==> config.mk <==
export PLATFORM = sky130hd
export DESIGN_NAME = ssgr_muldiv
export DESIGN_NICKNAME = d
export VERILOG_FILES = /design/src/rtl/ssgr_pkg.sv /design/src/rtl/ssgr_muldiv.sv
export SDC_FILE = /design/constraint.sdc
export NUM_CORES = 1
export LEC_CHECK = 0
export ABC_AREA = 1
export BUFFER_PORTS_ARGS = -buffer_cell sky130_fd_sc_hd__buf_4
export CORE_MARGIN = 4
export CORE_UTILIZATION = 50
export CTS_CLUSTER_DIAMETER = 120
export DETAILED_ROUTE_END_ITERATION = 12
export GPL_TIMING_DRIVEN = 0
export HOLD_SLACK_MARGIN = 0.06
export PLACE_DENSITY = 0.69
export REMOVE_ABC_BUFFERS = 1
export SLEW_MARGIN = 10
export SYNTH_ARGS = -nofsm -noshare
export SYNTH_HDL_FRONTEND = slang
export SYNTH_SLANG_ARGS = --single-unit
==> constraint.sdc <==
create_clock -name clock -period 9.1 [get_ports clock]
set_input_delay 1.82 -clock clock [delete_from_list [all_inputs] [get_ports clock]]
set_output_delay 1.82 -clock clock [all_outputs]
set_load 0.01 [all_outputs]
==> src/rtl/ssgr_pkg.sv <==
// Package for the sparse sample grid resampler.
// Holds widths, defaults, register indexes and state types; no dependencies.
package ssgr_pkg;

   localparam int DEF_MAX_STEPS = 64;
   localparam int DEF_BATCHES   = 4;
   localparam int DEF_NEURONS   = 256;

   localparam int REQ_TDATA_W = 96;
   localparam int RSP_TDATA_W = 56;
   localparam int CSR_DATA_W  = 32;
   localparam int CSR_INDEX_W = 2;

   localparam int VALUE_W = 32;
   localparam int TIME_W  = 48;
   localparam int GRID_W  = 40;
   localparam int FRAC_W  = 8;

   // mul/div operand widths
   localparam int MAG_W = VALUE_W + FRAC_W;     // |diff| * 256
   localparam int DEN_W = TIME_W + 1;           // time gap, origin may be negative
   localparam int QUO_W = MAG_W + 1;
   localparam int POS_W = TIME_W + 2;           // signed time arithmetic

   localparam logic [CSR_INDEX_W-1:0] REG_TICKS_PER_SECOND = 2'd0;
   localparam logic [CSR_INDEX_W-1:0] REG_TICKS_PER_STEP   = 2'd1;
   localparam logic [CSR_INDEX_W-1:0] REG_NUM_STEPS        = 2'd2;
   localparam logic [CSR_INDEX_W-1:0] REG_FILL_MODE        = 2'd3;

   localparam logic [29:0] RST_TICKS_PER_SECOND = 30'd250000000;
   localparam logic [31:0] RST_TICKS_PER_STEP   = 32'd250;
   localparam logic [6:0]  RST_NUM_STEPS        = 7'd64;
   localparam logic        RST_FILL_MODE        = 1'b0;

   typedef enum logic [3:0] {
      ST_CLEAR,
      ST_IDLE,
      ST_READ,
      ST_PREP,
      ST_SCAN,
      ST_DIV1,
      ST_DIV2,
      ST_EMIT,
      ST_WRITE
   } ssgr_state_type;

   typedef enum logic [1:0] {
      MD_IDLE,
      MD_MUL,
      MD_DIV
   } md_state_type;

endpackage

==> src/rtl/ssgr_muldiv.sv <==
// Serial multiply-then-divide unit: q = (a * b) / d, r = remainder.
// Shift-add multiply then restoring divide; uses ssgr_pkg.
module ssgr_muldiv import ssgr_pkg::*; (
   input  logic             clock,
   input  logic             reset,
   input  logic             start,
   input  logic [MAG_W-1:0] a,
   input  logic [DEN_W-1:0] b,
   input  logic [DEN_W-1:0] d,
   output logic             done,
   output logic [QUO_W-1:0] q,
   output logic [DEN_W-1:0] r
);

   localparam int P_W   = MAG_W + DEN_W;
   localparam int CNT_W = $clog2(P_W);

   md_state_type     state_ff, state_in;
   logic [CNT_W-1:0] cnt_ff;
   logic [MAG_W-1:0] a_ff;
   logic [DEN_W-1:0] b_ff;
   logic [DEN_W-1:0] d_ff;
   logic [P_W-1:0]   p_ff;
   logic [DEN_W-1:0] r_ff;
   logic [QUO_W-1:0] q_ff;
   logic             done_ff;
   logic [DEN_W:0]   rs_c;
   logic             ge_c;

   assign rs_c = {r_ff, p_ff[P_W-1]};
   assign ge_c = rs_c >= {1'b0, d_ff};

   always_comb begin
      state_in = state_ff;
      unique case (state_ff)
         MD_IDLE: if (start) state_in = MD_MUL;
         MD_MUL:  if (cnt_ff == '0) state_in = MD_DIV;
         MD_DIV:  if (cnt_ff == '0) state_in = MD_IDLE;
         default: state_in = MD_IDLE;
      endcase
   end

   always_ff @(posedge clock) begin
      if (reset) begin
         state_ff <= MD_IDLE;
         done_ff  <= 1'b0;
      end else begin
         state_ff <= state_in;
         done_ff  <= (state_ff == MD_DIV) && (cnt_ff == '0);
      end
   end

   always_ff @(posedge clock) begin
      unique case (state_ff)
         MD_IDLE: begin
            a_ff   <= a;
            b_ff   <= b;
            d_ff   <= d;
            p_ff   <= '0;
            cnt_ff <= CNT_W'(DEN_W - 1);
         end
         MD_MUL: begin
            p_ff <= {p_ff[P_W-2:0], 1'b0} + (b_ff[DEN_W-1] ? P_W'(a_ff) : '0);
            b_ff <= {b_ff[DEN_W-2:0], 1'b0};
            if (cnt_ff == '0) begin
               cnt_ff <= CNT_W'(P_W - 1);
               r_ff   <= '0;
               q_ff   <= '0;
            end else begin
               cnt_ff <= cnt_ff - CNT_W'(1);
            end
         end
         MD_DIV: begin
            p_ff   <= {p_ff[P_W-2:0], 1'b0};
            r_ff   <= ge_c ? DEN_W'(rs_c - {1'b0, d_ff}) : DEN_W'(rs_c);
            q_ff   <= {q_ff[QUO_W-2:0], ge_c};
            cnt_ff <= cnt_ff - CNT_W'(1);
         end
         default: ;
      endcase
   end

   assign done = done_ff;
   assign q    = q_ff;
   assign r    = r_ff;

endmodule

; ---- Word level (Yosys, flattened, before mapping)
; Index checks and enable logic that the tools add are counted.
[totals]
register_bits = 327
inputBits = 141
output_inout_bits = 91
elab_cells = 40
[classes]
addsub = 3
n_lt_le_gt_ge = 1
eq_ne = 5
mux = 14
reduce_logical = 8
[ops]
columns = cell, count
row1 = $pmux 89 s3, 1
row2 = $pmux 49 s2, 2
row3 = $mux 49, 2
row4 = $add 89x40->89, 1
row5 = $pmux 41 s2, 1
row6 = $ge 50x49->1, 1
row7 = $sub 49x49->49, 1
row8 = $mux 41, 1
row9 = $mux 40, 1
row10 = $pmux 7 s3, 1
row11 = $logic_not 7->1, 1
row12 = $mux 7, 1
row13 = $sub 7x1->7 const B, 1
row14 = $mux 2, 3
row15 = $pmux 2 s3, 1
row16 = $ne 2x2->1 const B, 2
row17 = $reduce_bool 2->1, 2
row18 = $reduce_and 3->1, 1
row19 = $reduce_bool 3->1, 1
row20 = $eq 2x1->1 const B, 1
row21 = $eq 2x2->1 const B, 1
row22 = $logic_not 2->1, 1
row23 = $ne 2x1->1 const B, 1
row24 = $reduce_and 2->1, 1
row25 = $logic_and 1x1->1, 1

; ---- Logic depth before layout (Yosys ltp)
[depth]
word_depth = 3
ltp_mapped = 19
mapped_depth_nobuf = 18

; ---- Worst setup path before layout
; OpenSTA, ideal clock, no wires.
[synth_path]
path_kind = register to register
start = reg state_ff[1]
end = reg q_ff[0], in the netlist q[0] (enable)
setup_time_ns = 0.663
arrival_time_ns = 7.509
required_time_ns = 8.437
path_slack_ns = 0.928
path_stages_with_launch = 7
path_buffers = 3
period_less_slack_ns = 8.172
cell_sequence = dfxtp_1 -> inv_1 -> ha_1 -> clkbuf_1 -> clkbuf_1 -> clkbuf_1 -> o21ai_0
[synth_between]
elab_chain_len = 3
elab_cells_between_ends = 5
classes_between = eq/ne: 3 / reduce/logical: 2
[synth_lines]
columns = item, line
row1 = from (decl), ssgr_muldiv.sv:18  ; md_state_type state_ff, state_in;
row2 = from (signal assigned), ssgr_muldiv.sv:48  ; state_ff <= state_in;
row3 = $eq 2x1->1 / $eq 2x2->1 (equally long branches), ssgr_muldiv.sv:54  ; unique case (state_ff)
row4 = $ne 2x2->1 (no source line) / $reduce_bool 2->1 (equally long branches), -
row5 = $reduce_and 2->1 (no source line) (*), -
row6 = to (signal assigned), ssgr_muldiv.sv:76  ; q_ff <= {q_ff[QUO_W-2:0], ge_c};
row7 = to (decl), ssgr_muldiv.sv:25  ; logic [QUO_W-1:0] q_ff;
; Every way passes the cells marked *; elsewhere a longest branch is shown, timed or not.
; A chain may end at the register's enable or synchronous reset.

; ---- Worst setup path in the final report
[layout_path]
start = reg r_ff[14], in the netlist r[14]
end = reg r_ff[43], in the netlist r[43], data pin
[layout_between]
elab_chain_len = 3
elab_cells_between_ends = 4
classes_between = add/sub: 1 / order compare: 1 / mux: 2
[layout_lines]
columns = item, line
row1 = from (decl), ssgr_muldiv.sv:24  ; logic [DEN_W-1:0] r_ff;
row2 = from (signal assigned), ssgr_muldiv.sv:75  ; r_ff <= ge_c ? DEN_W'(rs_c - {1'b0, d_ff}) : DEN_W'(rs_c);
row3 = $sub 49x49->49 / $ge 50x49->1 (equally long branches), "ssgr_muldiv.sv:75, ssgr_muldiv.sv:31"
row4 = $mux 49 (*), ssgr_muldiv.sv:75
row5 = $pmux 49 s2 (*), ssgr_muldiv.sv:54
; Marks and branches as above.

==> flow_metrics.env <==
export IMPL_drv_slew=0
export IMPL_detail_route_drc_violations=0
export IMPL_area_growth_synth_to_final_pct=16.7
export IMPL_slew_worst_pin_ns=0.991
export IMPL_critical_path_start_end_classification="reg2reg"
export IMPL_tritoncts_clock_tree="done"
export IMPL_cts_repair_resized=0
export IMPL_drtIter0Drc=1457
export IMPL_combPwrFrac_pct=45.6
export IMPL_reg2reg_to="r[43]"
export IMPL_grt_pass1_vias=21100
export IMPL_total_count_of_hold_check_failures_in_the_final_report=0
export IMPL_layout_cell_area_non_filler_um2=26900
export IMPL_seq_area_frac_synth_pct=42.5
export IMPL_hold_path_depth=2
export IMPL_antenna_cells_inserted=0
export IMPL_grt_first_pass_wirelength_um=109000
export IMPL_reg2reg_slack_ns=4.80
export IMPL_synth_top_cells_by_area="edfxtp_1 (42%), nand2_1 (21%), inv_1 (10%)"
export IMPL_whs_ns=0.525
export IMPL_power_density_nw_per_um2=276
export IMPL_final_net_count=3780
export IMPL_launching_element_type_of_the_critical_path="flop"
export IMPL_min_delay_worst_endpoint="b_ff[45]"
export IMPL_post_drt_via_cell_ratio=5.13
export IMPL_crit_path_max_fanout=72
export IMPL_rsz_0062_raised_after_global_routing="no"
export IMPL_synth_warnings=0
export IMPL_synthFlopType="edfxtp_1"
export IMPL_achievable_frequency_mhz=232
export IMPL_route_vias_total=21400
export IMPL_cts_buffers_inserted=38
export IMPL_synth_ff_latch_count=327
export IMPL_die_h_um=223
export IMPL_fillers=4350
export IMPL_holdBufCountCts=0
export IMPL_library_cells_used_by_synthesis=42
export IMPL_antenna_found_initial=1
export IMPL_worst_endpoint_arrival_ns=4.61
export IMPL_netlist_instances=3325
export IMPL_syn_cell_area_um2=23000
export IMPL_asyncSetResetFlopFracSynth_pct=0
export IMPL_fp_row_count=78
export IMPL_clockBufferDepth=3
export IMPL_totalWireLength_um=67800
export IMPL_multi_input_area_um2=10700
export IMPL_coreArea_um2=45500
export IMPL_period_share_pct=47.3
export IMPL_final_layout_size_suffix_gt1_share_pct=9.35
export IMPL_overflow=0
export IMPL_boundary_pin_count=232
export IMPL_worstSetupStartpoint="r[14]"
export IMPL_post_place_cells=4104
export IMPL_tightest_slew_margin_relative_to_the_limit_pct=33.3
export IMPL_worst_r2r_path_depth=10
export IMPL_peakVddDrop_uv=311
export IMPL_synth_most_common_cell="nand2_1"
export IMPL_synth_top_cell_area_share_pct=42.2
export IMPL_synthesis_area_per_instance_um2=6.93
export IMPL_p_sw_share_pct=42.0
export IMPL_synth_edff_count=324
export IMPL_placedInstanceArea_um2=25600
export IMPL_reg_to_reg_startpoint="r[14]"
export IMPL_final_cells=4171
export IMPL_detail_route_first_pass_iterations=7
export IMPL_clock_root_buffer="clkbuf_16"
export IMPL_internal_power_mw=4.31
export IMPL_globalRouteTotalUtil_pct=26.9
export IMPL_clock_sinks=327
export IMPL_area_sequential_um2=9790
export IMPL_p_seq_share_pct=33.4
export IMPL_worst_setup_path_end_kind="flop"
export IMPL_cellLeakagePower_nw=13.4
export IMPL_netlist_top_cell_by_area="edfxtp_1"
export IMPL_hp_start="b_ff[44]"
export IMPL_place_hpwl_um=53000
export IMPL_maxCapViolCount=0
export IMPL_die_area_um2=49600
export IMPL_cts_setup_buffers=0
export IMPL_port_buffer_count=231
export IMPL_postRouteAntennaNets=0
export IMPL_finalSetupViolations=0
export IMPL_routedWlPerCell_um=16.3
export IMPL_outcome="finished, final reports clean"
export IMPL_min_delay_path_class="reg2reg"
export IMPL_power_switching_mw=3.12
export IMPL_share_clk_of_total_power_pct=21.0
export IMPL_gp_congestion=0.998
export IMPL_grt_start_max_net_pins=73
export IMPL_layout_min_cycle_time_ns=4.30
export IMPL_path_clk_slew_ns=0.06
export IMPL_clk_latency_ns=0.56
export IMPL_timing_critical_path_required_ns=9.41
export IMPL_die_width_um=223
export IMPL_floorplan_initialDensity_pct=50.7
export IMPL_htree_num_levels=2
export IMPL_skew_ns=0.0135
export IMPL_finish_utilization_pct=59.1
export IMPL_netlist_top_cells_count="nand2_1 (1303), inv_1 (623), edfxtp_1 (324)"
==> cell families after synthesis <==
group	share of synthesized area (%)
and+or+nand+nor	33.1
buffers and inverters	11.5
DFF	42.5
AOI/OAI and AO/OA	6.64
adders and majority gates	5.22
xor gates and xnor gates	0.988
muxes	0.0434
==> per-layer routing <==
layer | track usage [%] | wire length (um)
met3 | 2.97 | 3170
met5 | 0 | 0
met2 | 48.5 | 33800
met4 | 8.91 | 2310
met1 | 33.6 | 28500
==> flip-flops by register name, indices dropped and copies added (netlist names) <==
name and flops:
q 41, b_ff 49, cnt_ff 7, d_ff 49, p_ff 89, a_ff 40, r 49, state_ff 2
done 1
==> worst max-delay path: stages (launching register included) <==
cell      delay (ns)
edfxtp_1        0.44
ha_1            0.38
nand2_1         0.11
nor2_1          0.24
nand2_1         0.11
nor4_1          0.76
nand4_2         0.68
nand3_4         0.88
inv_4           0.20
nor2_1          0.18
nor2_1          0.05
==> final cells by class <==
class | count | area share [%]
Tap cell | 600 | 2.79
Sequential cell | 327 | 36.4
Multi-Input combinational cell | 2307 | 39.7
Clock buffer | 44 | 3.86
Inverter | 625 | 8.74
Timing Repair Buffer | 245 | 7.72
Clock inverter | 23 | 0.810
==> power by group through the flow <==
stage / registers (mW) / logic (mW) / clock network, mW
floorplan: 2.54 / 2.23 / 0
global placement: 2.60 / 3.24 / 0
detailed placement: 2.51 / 3.38 / 0
CTS: 2.49 / 3.39 / 1.60
global route: 2.53 / 3.82 / 1.66
finish: 2.49 / 3.39 / 1.56
==> worst max path at each step <==
stage | depth (start not counted) | slack, ns | end
detailed placement | 10 | 4.86 | r[43]
CTS | 10 | 4.80 | r[43]
global placement | 4 | -7.29 | r[3]
finish | 10 | 4.80 | r[43]
floorplan | 4 | -1.65 | q[0]
global route | 10 | 4.55 | r[46]
==> per-stage QoR <==
step / power [mW] / TNS (ns) / worst slack (ns)
2_1_floorplan: 4.77 / -148.45 / -1.65
3_3_place_gp: 5.83 / -684.43 / -7.29
3_5_place_dp: 5.89 / 0 / 4.86
4_1_cts: 7.47 / 0 / 4.80
5_1_grt: 8.01 / 0 / 4.55
6_report: 7.43 / 0 / 4.80
==> cell usage in the layout (no fill, tap or decap), types with 4 or more instances in the layout <==
| cell type | n |
|---|---|
| or2_2 | 11 |
| clkbuf_16 | 41 |
| buf_16 | 9 |
| clkinv_2 | 6 |
| inv_1 | 620 |
| a21oi_1 | 191 |
| edfxtp_1 | 324 |
| xor2_1 | 5 |
| nand4_1 | 68 |
| nand3b_1 | 15 |
| nor2_1 | 310 |
| clkinv_1 | 9 |
| buf_4 | 231 |
| nand2_2 | 6 |
| o21bai_1 | 9 |
| bufinv_16 | 4 |
| nor4_1 | 7 |
| ha_1 | 90 |
| nand3_1 | 130 |
| o21ai_0 | 81 |
| nor3_1 | 32 |
| and2_1 | 4 |
| xnor2_1 | 21 |
| nand2_1 | 1302 |
| buf_12 | 4 |
(Power assumes the default switching activity.)
